===== config.mk =====
export PLATFORM = sky130hd
export DESIGN_NAME = sorted_key_table_flat
export DESIGN_NICKNAME = d
export VERILOG_FILES = /design/src/sv/skt_pkg.sv /design/src/sv/skt_if.sv /design/src/sv/skt_store.sv /design/src/sv/sorted_key_table.sv /design/src/flat_wrapper.sv
export SDC_FILE = /design/constraint.sdc
export NUM_CORES = 2
export LEC_CHECK = 0
export ABC_AREA = 1
export BUFFER_PORTS_ARGS = -buffer_cell sky130_fd_sc_hd__buf_2
export CORE_AREA = 2 2 311 313
export CTS_CLUSTER_SIZE = 28
export DETAILED_ROUTE_END_ITERATION = 8
export DIE_AREA = 0 0 313 315
export PLACE_DENSITY = 0.71
export SYNTH_ARGS = -nofsm -noshare
export SYNTH_HDL_FRONTEND = slang
export SYNTH_SLANG_ARGS = --single-unit

===== constraint.sdc =====
create_clock -name i_clk -period 8.5 [get_ports i_clk]
set_input_delay 0 -clock i_clk [delete_from_list [all_inputs] [get_ports i_clk]]
set_output_delay 0 -clock i_clk [all_outputs]
set_load 0.005 [all_outputs]

===== src/sv/skt_pkg.sv =====
// ----------------------------------------------------------------------------
// Sorted key table package
// Shared sizes, codes, entry and sequencer state types.
// ----------------------------------------------------------------------------
package skt_pkg;

    localparam int CAPACITY = 16;
    localparam int IDX_W    = $clog2(CAPACITY);
    localparam int CNT_W    = 7;

    typedef enum logic [1:0] {
        OP_INSERT    = 2'd0,
        OP_REMOVE    = 2'd1,
        OP_LIST_ASC  = 2'd2,
        OP_LIST_DESC = 2'd3
    } t_op;

    typedef enum logic [2:0] {
        ST_INSERTED  = 3'd0,
        ST_FULL      = 3'd1,
        ST_REMOVED   = 3'd2,
        ST_NOT_FOUND = 3'd3,
        ST_LISTED    = 3'd4
    } t_status;

    typedef struct packed {
        logic signed [31:0] key;
        logic        [31:0] payload;
    } t_entry;

    typedef enum logic [3:0] {
        S_IDLE,
        S_SCAN_RD,
        S_SCAN_CHK,
        S_SHIFT_RD,
        S_SHIFT_WR,
        S_PUT,
        S_RESP,
        S_LIST_RD,
        S_LIST_OUT
    } t_state;

endpackage


===== src/sv/skt_if.sv =====
// ----------------------------------------------------------------------------
// Sorted key table channels
// Request and result channels with valid/ready handshake.
// ----------------------------------------------------------------------------
interface skt_in_if;
    import skt_pkg::*;

    logic               valid;
    logic               ready;
    t_op                op;
    logic signed [31:0] key;
    logic        [31:0] payload;

    modport source (output valid, output op, output key, output payload, input ready);
    modport sink   (input valid, input op, input key, input payload, output ready);
endinterface

interface skt_out_if;
    import skt_pkg::*;

    logic               valid;
    logic               ready;
    t_status            status;
    logic signed [31:0] entry_key;
    logic        [31:0] entry_payload;
    logic [CNT_W-1:0]   count;
    logic               empty_list;
    logic               last;

    modport source (output valid, output status, output entry_key, output entry_payload,
                    output count, output empty_list, output last, input ready);
    modport sink   (input valid, input status, input entry_key, input entry_payload,
                    input count, input empty_list, input last, output ready);
endinterface


===== src/sv/skt_store.sv =====
// ----------------------------------------------------------------------------
// Sorted key table entry store
// One write port and one read port with registered read data.
// ----------------------------------------------------------------------------
module skt_store (
    input  logic                 i_clk,
    input  logic                 i_we,
    input  logic [skt_pkg::IDX_W-1:0] i_waddr,
    input  skt_pkg::t_entry      i_wdata,
    input  logic [skt_pkg::IDX_W-1:0] i_raddr,
    output skt_pkg::t_entry      o_rdata
);
    import skt_pkg::*;

    t_entry r_mem [CAPACITY];
    t_entry r_rdata;

    always_ff @(posedge i_clk) begin
        if (i_we) begin
            r_mem[i_waddr] <= i_wdata;
        end
        r_rdata <= r_mem[i_raddr];
    end

    assign o_rdata = r_rdata;

endmodule


===== src/sv/sorted_key_table.sv =====
// ----------------------------------------------------------------------------
// Sorted key table
// Keeps up to CAPACITY key/payload entries in ascending signed key order.
// ----------------------------------------------------------------------------
// A request is taken only while the table is idle, and every result beat
// leaves through one output register. The entries live in a store with one
// write port and one read port with a registered read. One signed magnitude
// comparator and one equality check serve every step, so each visited or
// moved entry takes a read state and then a check or write state. An insert
// into an empty table goes straight to the write of the new entry, and a full
// insert, an empty listing and a remove on an empty table go straight to the
// response. The longest request is an insert into a table of CAPACITY-1
// entries. A result beat that finds the output register still held waits in
// its state until the register is free.
// ----------------------------------------------------------------------------
module sorted_key_table (
    input  logic     i_clk,
    input  logic     i_rst_n,
    skt_in_if.sink   i_in,
    skt_out_if.source o_out
);
    import skt_pkg::*;

    t_state           r_state, n_state;
    t_op              r_op;
    logic signed [31:0] r_key;
    logic        [31:0] r_pay;
    logic [CNT_W-1:0] r_cnt;
    logic [IDX_W-1:0] r_idx;
    logic [IDX_W-1:0] r_pos;
    t_status          r_status;
    logic signed [31:0] r_rk;
    logic        [31:0] r_rp;
    logic             r_empty;

    logic             r_ov;
    t_status          r_o_status;
    logic signed [31:0] r_o_key;
    logic        [31:0] r_o_pay;
    logic [CNT_W-1:0] r_o_cnt;
    logic             r_o_empty;
    logic             r_o_last;

    logic             mem_we;
    logic [IDX_W-1:0] mem_waddr;
    t_entry           mem_wdata;
    logic [IDX_W-1:0] mem_raddr;
    t_entry           rd;

    logic             in_acc;
    logic             slot_free;
    logic             out_load;
    logic             key_lt;
    logic             ent_lt;
    logic             key_eq;
    logic             idx_is_last;
    logic             ins_hit;
    logic             list_last;
    logic             is_ins;

    skt_store u_store (
        .i_clk   (i_clk),
        .i_we    (mem_we),
        .i_waddr (mem_waddr),
        .i_wdata (mem_wdata),
        .i_raddr (mem_raddr),
        .o_rdata (rd)
    );

    assign in_acc      = i_in.valid && i_in.ready;
    assign slot_free   = !r_ov || o_out.ready;
    assign out_load    = slot_free && (r_state == S_RESP || r_state == S_LIST_OUT);
    assign ent_lt      = rd.key < r_key;
    assign key_eq      = rd.key == r_key;
    assign key_lt      = !ent_lt && !key_eq;
    assign idx_is_last = CNT_W'(r_idx) == (r_cnt - CNT_W'(1));
    assign ins_hit     = (r_idx == '0) ? key_lt : !ent_lt;
    assign is_ins      = r_op == OP_INSERT;
    assign list_last   = (r_op == OP_LIST_ASC) ? idx_is_last : (r_idx == '0);

    always_comb begin
        n_state = r_state;
        unique case (r_state)
            S_IDLE: begin
                if (in_acc) begin
                    priority if (i_in.op == OP_INSERT) begin
                        if (r_cnt >= CNT_W'(CAPACITY)) n_state = S_RESP;
                        else if (r_cnt == '0) n_state = S_PUT;
                        else n_state = S_SCAN_RD;
                    end else if (i_in.op == OP_REMOVE) begin
                        n_state = (r_cnt == '0) ? S_RESP : S_SCAN_RD;
                    end else begin
                        n_state = (r_cnt == '0) ? S_RESP : S_LIST_RD;
                    end
                end
            end
            S_SCAN_RD:  n_state = S_SCAN_CHK;
            S_SCAN_CHK: begin
                if (is_ins) begin
                    if (ins_hit) n_state = S_SHIFT_RD;
                    else if (idx_is_last) n_state = S_PUT;
                    else n_state = S_SCAN_RD;
                end else begin
                    if (key_eq) n_state = idx_is_last ? S_RESP : S_SHIFT_RD;
                    else n_state = idx_is_last ? S_RESP : S_SCAN_RD;
                end
            end
            S_SHIFT_RD: n_state = S_SHIFT_WR;
            S_SHIFT_WR: begin
                if (is_ins) begin
                    n_state = (r_idx == r_pos) ? S_PUT : S_SHIFT_RD;
                end else begin
                    n_state = (CNT_W'(r_idx) + CNT_W'(2) >= r_cnt) ? S_RESP : S_SHIFT_RD;
                end
            end
            S_PUT:      n_state = S_RESP;
            S_RESP:     n_state = slot_free ? S_IDLE : S_RESP;
            S_LIST_RD:  n_state = S_LIST_OUT;
            S_LIST_OUT: begin
                if (slot_free) n_state = list_last ? S_IDLE : S_LIST_RD;
            end
            default:    n_state = S_IDLE;
        endcase
    end

    always_comb begin
        i_in.ready = r_state == S_IDLE;
        mem_we     = 1'b0;
        mem_waddr  = r_pos;
        mem_wdata  = rd;
        mem_raddr  = r_idx;
        unique case (r_state)
            S_SHIFT_RD: begin
                mem_raddr = is_ins ? r_idx : r_idx + IDX_W'(1);
            end
            S_SHIFT_WR: begin
                mem_we    = 1'b1;
                mem_waddr = is_ins ? r_idx + IDX_W'(1) : r_idx;
            end
            S_PUT: begin
                mem_we    = 1'b1;
                mem_wdata = '{key: r_key, payload: r_pay};
            end
            default: begin
            end
        endcase
    end

    always_ff @(posedge i_clk) begin
        if (!i_rst_n) begin
            r_state <= S_IDLE;
            r_cnt   <= '0;
            r_ov    <= 1'b0;
        end else begin
            r_state <= n_state;
            if (out_load) r_ov <= 1'b1;
            else if (o_out.ready) r_ov <= 1'b0;
            unique case (r_state)
                S_IDLE: begin
                    if (in_acc) begin
                        r_op    <= i_in.op;
                        r_key   <= i_in.key;
                        r_pay   <= i_in.payload;
                        r_rk    <= '0;
                        r_rp    <= '0;
                        r_empty <= (i_in.op == OP_LIST_ASC || i_in.op == OP_LIST_DESC)
                                   && r_cnt == '0;
                        r_idx   <= (i_in.op == OP_LIST_DESC) ? IDX_W'(r_cnt - CNT_W'(1))
                                                             : '0;
                        r_pos   <= '0;
                        priority if (i_in.op == OP_INSERT) begin
                            r_status <= (r_cnt >= CNT_W'(CAPACITY)) ? ST_FULL : ST_INSERTED;
                        end else if (i_in.op == OP_REMOVE) begin
                            r_status <= ST_NOT_FOUND;
                        end else begin
                            r_status <= ST_LISTED;
                        end
                    end
                end
                S_SCAN_CHK: begin
                    if (is_ins) begin
                        if (ins_hit) begin
                            r_pos <= r_idx;
                            r_idx <= IDX_W'(r_cnt - CNT_W'(1));
                        end else if (idx_is_last) begin
                            r_pos <= r_idx + IDX_W'(1);
                        end else begin
                            r_idx <= r_idx + IDX_W'(1);
                        end
                    end else if (key_eq) begin
                        r_rk     <= rd.key;
                        r_rp     <= rd.payload;
                        r_status <= ST_REMOVED;
                        if (idx_is_last) r_cnt <= r_cnt - CNT_W'(1);
                    end else if (!idx_is_last) begin
                        r_idx <= r_idx + IDX_W'(1);
                    end
                end
                S_SHIFT_WR: begin
                    if (is_ins) begin
                        r_idx <= r_idx - IDX_W'(1);
                    end else if (CNT_W'(r_idx) + CNT_W'(2) >= r_cnt) begin
                        r_cnt <= r_cnt - CNT_W'(1);
                    end else begin
                        r_idx <= r_idx + IDX_W'(1);
                    end
                end
                S_PUT: begin
                    r_cnt <= r_cnt + CNT_W'(1);
                end
                S_RESP: begin
                    if (slot_free) begin
                        r_o_status <= r_status;
                        r_o_key    <= r_rk;
                        r_o_pay    <= r_rp;
                        r_o_cnt    <= r_cnt;
                        r_o_empty  <= r_empty;
                        r_o_last   <= 1'b1;
                    end
                end
                S_LIST_OUT: begin
                    if (slot_free) begin
                        r_o_status <= ST_LISTED;
                        r_o_key    <= rd.key;
                        r_o_pay    <= rd.payload;
                        r_o_cnt    <= r_cnt;
                        r_o_empty  <= 1'b0;
                        r_o_last   <= list_last;
                        r_idx      <= (r_op == OP_LIST_ASC) ? r_idx + IDX_W'(1)
                                                           : r_idx - IDX_W'(1);
                    end
                end
                default: begin
                end
            endcase
        end
    end

    assign o_out.valid         = r_ov;
    assign o_out.status        = r_o_status;
    assign o_out.entry_key     = r_o_key;
    assign o_out.entry_payload = r_o_pay;
    assign o_out.count         = r_o_cnt;
    assign o_out.empty_list    = r_o_empty;
    assign o_out.last          = r_o_last;

endmodule

===== src/flat_wrapper.sv =====
// flat-port wrapper written by rule: the top's interface ports become plain ports
module sorted_key_table_flat import skt_pkg::*;
  (i_clk, i_rst_n, i_in_valid, i_in_op, i_in_key, i_in_payload, i_in_ready, o_out_valid, o_out_status, o_out_entry_key, o_out_entry_payload, o_out_count, o_out_empty_list, o_out_last, o_out_ready);
  skt_in_if i_in_i ();
  skt_out_if o_out_i ();
  input  logic i_clk;
  input  logic i_rst_n;
  input wire logic [$bits(i_in_i.valid)-1:0] i_in_valid;
  input wire logic [$bits(i_in_i.op)-1:0] i_in_op;
  input wire logic [$bits(i_in_i.key)-1:0] i_in_key;
  input wire logic [$bits(i_in_i.payload)-1:0] i_in_payload;
  output wire logic [$bits(i_in_i.ready)-1:0] i_in_ready;
  output wire logic [$bits(o_out_i.valid)-1:0] o_out_valid;
  output wire logic [$bits(o_out_i.status)-1:0] o_out_status;
  output wire logic [$bits(o_out_i.entry_key)-1:0] o_out_entry_key;
  output wire logic [$bits(o_out_i.entry_payload)-1:0] o_out_entry_payload;
  output wire logic [$bits(o_out_i.count)-1:0] o_out_count;
  output wire logic [$bits(o_out_i.empty_list)-1:0] o_out_empty_list;
  output wire logic [$bits(o_out_i.last)-1:0] o_out_last;
  input wire logic [$bits(o_out_i.ready)-1:0] o_out_ready;
  assign i_in_i.valid = i_in_valid;
  assign i_in_i.op = i_in_op;
  assign i_in_i.key = i_in_key;
  assign i_in_i.payload = i_in_payload;
  assign i_in_ready = i_in_i.ready;
  assign o_out_valid = o_out_i.valid;
  assign o_out_status = o_out_i.status;
  assign o_out_entry_key = o_out_i.entry_key;
  assign o_out_entry_payload = o_out_i.entry_payload;
  assign o_out_count = o_out_i.count;
  assign o_out_empty_list = o_out_i.empty_list;
  assign o_out_last = o_out_i.last;
  assign o_out_i.ready = o_out_ready;
  sorted_key_table u_core (.i_clk(i_clk), .i_rst_n(i_rst_n), .i_in(i_in_i), .o_out(o_out_i));
endmodule

* Word-level counts from Yosys, hierarchy flattened
Memory sizes are Yosys's and may differ from the RTL's. A register that Yosys moved wholly into a read port is not among the register bits.
Cells that the tools add are included.
** Storage, ports and cells
- Bits in registers :: 230
- Memory bits (writable) :: 1024
- Bits of input ports :: 70
- Output and inout port bits :: 78
- Word-level logic and storage cells :: 167
- Memories kept :: 1
** Operators by class
- $add $sub $neg :: 5
- Order comparisons :: 3
- Eq/ne operators :: 27
- Mux-type cells :: 83
- Reduce and logical (&&, ||, !) cells :: 30
** Memories
- u_core.u_store.r_mem :: words 16, width 64, read ports 1, clocked after memory_dff 1, write ports 1, RTL line skt_store.sv:15 : t_entry r_mem [CAPACITY];
** Operators with widths (count)
- $mux 32 :: 9
- $pmux 32 s2 :: 4
- $mux 4 :: 27
- $mux 64 :: 1
- $mux 3 :: 16
- $pmux 4 s9 :: 1
- $mux 7 :: 5
- $eq 32x32->1 :: 1
- $lt 32x32->1 :: 1
- $pmux 7 s3 :: 1
- $eq 4x3->1 const B :: 4
- $pmux 4 s4 :: 1
- $mux 1 :: 13
- $ne 2x1->1 const B :: 6
- $pmux 3 s2 :: 2
- $reduce_and 6->1 :: 2
- $reduce_and 5->1 :: 2
- $eq 4x2->1 const B :: 2
- $logic_not 4->1 :: 2
- $pmux 4 s2 :: 1
- $add 7x1->7 const B :: 1
- $eq 4x7->1 :: 1
- $ge 7x5->1 const B :: 1
- $ge 7x7->1 :: 1
- other kinds (26) :: 43

* Logic depth before layout (Yosys ltp)
- Word-level depth :: 7
- Gate-level depth with buffers :: 20

* By module
Synthesis repeated with hierarchy kept, for this count alone.
** Second synthesis, totals
- Cell total of the unflattened synthesis :: 5349
- Area total of the unflattened synthesis :: 56432.9 sq um
** By module, submodules not included
- skt_store :: instances 1, cells each 4210, area an instance 45285.9 sq um, seq. area each 32030.7 sq um
- sorted_key_table :: instances 1, cells each 1139, area an instance 11146.9 sq um, seq. area each 6786.5 sq um

* Worst setup path before layout
Ideal clock, no wire load.
- Kind :: reg2reg
- Start :: reg u_core.r_key[31]
- End :: reg u_core.r_rk[0] (enable)
- Data arrival time :: 6293 ps
- Path slack :: 1607 ps
- Stages on the path, launching flop included :: 10
- Buffers on the path :: 0
- Period minus slack after synthesis :: 6893 ps
- Cell sequence :: edfxtp_1 > inv_1 > ha_1 > nand2_1 > nor2_1 > nand2_1 > inv_1 > and3_1 > nand2_1 > a221oi_1
** Between the ends
- Word-level cells in the longest chain between the ends :: 3
** Ends and longest elaborated chain
- start: declaration :: RTL line sorted_key_table.sv:26 : logic signed [31:0] r_key;
- start signal: assignment :: RTL line sorted_key_table.sv:162 : r_key <= i_in.key;
- $eq 32x32->1 :: RTL line sorted_key_table.sv:74 : assign key_eq = rd.key == r_key;
- $ne 2x1->1 (no source line)
- $reduce_and 5->1 (no source line)
- end signal: assignment :: RTL line sorted_key_table.sv:191 : r_rk <= rd.key;
- end: declaration :: RTL line sorted_key_table.sv:32 : logic signed [31:0] r_rk;
Every way passes these cells.
A chain may end at the register's enable or synchronous reset.

* Final worst setup path
- Start :: reg u_core.r_op[1]
- End :: reg u_core.u_store.o_rdata[44] (netlist name)
** Between the ends
- Word-level cells in the longest chain between the ends :: 3
** Ends and longest elaborated chain
- start: declaration :: RTL line sorted_key_table.sv:25 : t_op r_op;
- start signal: assignment :: RTL line sorted_key_table.sv:161 : r_op <= i_in.op;
- $logic_not 2->1 :: RTL line sorted_key_table.sv:78 : assign is_ins = r_op == OP_INSERT;
- $mux 4 :: RTL line sorted_key_table.sv:134 : mem_raddr = is_ins ? r_idx : r_idx + IDX_W'(1);
- $mux 4 :: RTL line sorted_key_table.sv:132 : unique case (r_state)
Every way passes these cells.

==> impl_results.md <==
- Outcome: finished clean
- Num CTS Buffers: 132
- Leading cell types in the layout, fill and taps excluded: edfxtp_1, nor2_1, o21ai_0
- WHS: 0.0667 ns
- 1st-pass router iterations: 8
- Mapped Cells: 4001
- CP max-delay cell: clkinv_8
- Least-Margin Pin Slew: 1.24 ns
- Most common cell after layout, fill and taps aside: edfxtp_1
- Worst skew pair latency: 0.75 ns
- Placed cells: 5287
- First-pass GRT wire length: 191 mm
- Net Count, Synth: 4117
- Fin Setup TNS: 0 ns
- Worst EP required: 9.12 ns
- Met1 wire length: 51.8 mm
- Full die area: 98600 um^2
- Via count: 33700
- Die W: 313 um
- Uppermost layer routed: met4
- Post-route ant nets: 0
- Vias in the first global route: 32200
- Clock Tree Buf Depth: 3
- Nets: 4395
- Syn avg cell area: 13.0 um^2
- Max stage delay on crit path: 0.69 ns
- Initial antenna violation count: 3
- CTS tree: built
- Final cell count without fillers: 5665
- Yosys top cell area share: 71.8%
- F_max: 0.216 GHz
- Post-CTS Setup Bufs: 0
- DR WL met2: 60.2 mm
- Leak: 20.6 nW
- Mapped cell area: 51900 um^2
- Share of cells above drive strength 1: 11.6%
- Clk_skew: 0.0352 ns
- Hold Buf Count CTS: 134
- Async SR Flop Fraction: 0%
- Routability Congestion: 0.895
- Top FF cell, synth: edfxtp_1
- EDFF count, synth: 1242
- DR WL/cell: 22.5 um
- DRT iter0 DRCs: 4213
- Max-Slew Margin vs Limit: 17.6%
- Setup CP Type: reg2reg
- IO Port Bufs: 147
- CP top delay family: buffers and inverters
- Critical Path Source Type: register
- Cell Chain, Critical Path: nor2_4, inv_2, ha_1, inv_1, nand2_2, o21ai_4, buf_4, clkinv_8, buf_12, o21ai_0, o22ai_1, o211ai_1, o21ai_1
- # IOs: 148
- Area grow syn2layout: 15.3%
- Worst path arrival time: 5.24 ns
- Num rows: 114
- Power Density: 363 nW/um^2
- Pre-CTS setup slack: 4.23 ns
- Synth area leader: edfxtp_1
- Worst Setup Slack, final: 3.88 ns
- CP max FO: 239
- GRT Residual Overflow: 0
- Final wirelength: 128 mm
- Worst hold path type: in2reg
- RSZ-0062 raised after global routing: no
- Die height: 315 um
- Yosys warns: 0
- Final Cycle Share: 54.3%
- Core footprint: 95700 um^2
- Critical path endpoint category: register
- N_diodes: 0
- Seq/Total Area, Yosys: 74.8%
- Post-CTS sizing: 0
- GRT Overall Usage: 25.6%
- MaxCap Viol Count: 0
- Initial core utilization: 54.2%
- Time the worst path needs with I/O delays and setup: 4.62 ns
- Met3 WL: 11.8 mm
- IR drop worst, VDD: 0.336 mV
- Cell variety after synth: 46
- Final setup vio count: 0
- WP buf/inv: 5
- DP HPWL: 60.1 mm
- Drt drc: 0
- Final number of hold-violating endpoints: 0
- Largest net degree at the start of global routing: 240
- CTS Root Cell: clkbuf_16
- Synth Register Bits: 1318
- Vias/cell: 5.95
- H-tree Lvls: 4
- Synth top area cells: edfxtp_1, o21ai_0, nor2_1
- Clock-pin slew on the worst setup and hold paths: 0.06 ns
- Max-slew violations: 0
- Sink Count: 1318
[per-stage QoR]
step,instance area (um^2),utilization [%],total power [W]
floorplan,51900,-,0.0137
global placement,54200,56.6,0.0157
detailed placement,54200,56.6,0.0159
CTS,59900,62.5,0.0217
global route,59900,62.5,0.0228
finish,59900,62.5,0.0217
[final cells by class]
class                   instances  area [um^2]
multi-input cells            2261        11500
flip-flops and latches       1318        38800
repair buffers                391         2970
clock buffers                 188         3760
fillers                      7022        35800
inverters                     175          679
clock inverters                56          576
well taps                    1276         1600
[sequential cells by signal (all words and copies together), names as in the netlist, 4 cells and up]
| signal | count |
|---|---|
| u_core.r_key | 32 |
| u_core.r_rp | 32 |
| u_core.u_store.r_mem | 1024 |
| u_core.r_pos | 4 |
| u_core.o_out.entry_key | 32 |
| u_core.r_state | 4 |
| u_core.r_pay | 32 |
| u_core.u_store.o_rdata | 64 |
| u_core.o_out.count | 7 |
| u_core.r_rk | 32 |
| u_core.r_cnt | 7 |
| u_core.o_out.entry_payload | 32 |
| u_core.r_idx | 4 |
[final timing paths]
path                                          from                    endpoint  slack, ns  cells after the start
worst max-delay path                u_core.r_op[1]  u_core.u_store.o_rdata[44]       3.88                     13
worst min-delay path                    i_in_op[1]              u_core.r_op[1]       0.07                      2
worst max register to register      u_core.r_op[1]  u_core.u_store.o_rdata[44]       3.88                     13
worst min register to register  u_core.r_status[2]      u_core.o_out.status[2]       0.51                      1
[cells in the mapped netlist, drive strengths merged, types with 3 or more instances]
library cell	number
o211ai	18
o221ai	116
nor2	717
inv	173
edfxtp	1242
o22ai	144
o21ai	797
a21oi	31
nand3	78
buf	132
nand2	266
nor3	9
nand4	7
ha	46
clkbuf	115
xor2	13
or2	3
dfxtp	76
[kinds of logic (layout without fill, tap and decap cells)]
kind of cell / count (synthesis) / count (layout) / synth area share (%)
xor+xnor: 15 / 15 / 0.253
simple gates: 1083 / 1083 / 8.23
buf+inv: 422 / 810 / 3.47
flops: 1318 / 1318 / 74.8
fa+ha+maj: 46 / 46 / 1.11
compound gates: 1117 / 1117 / 12.2
[routing by layer]
| metal | global-route usage, % | up-vias |
|---|---|---|
| li1 | - | 15200 |
| met1 | 35.9 | 16500 |
| met2 | 41.2 | 1703 |
| met3 | 4.06 | 263 |
| met4 | 9.16 | 0 |
| met5 | 0 | - |
[power breakdown]
group	internal, W	total (W)	switching (W)
clock network	0.00337	0.00578	0.00241
registers	0.00874	0.00903	0.000299
logic	0.00195	0.00690	0.00495
total	0.0141	0.0217	0.00766
Power figures use the tool's default switching activity.
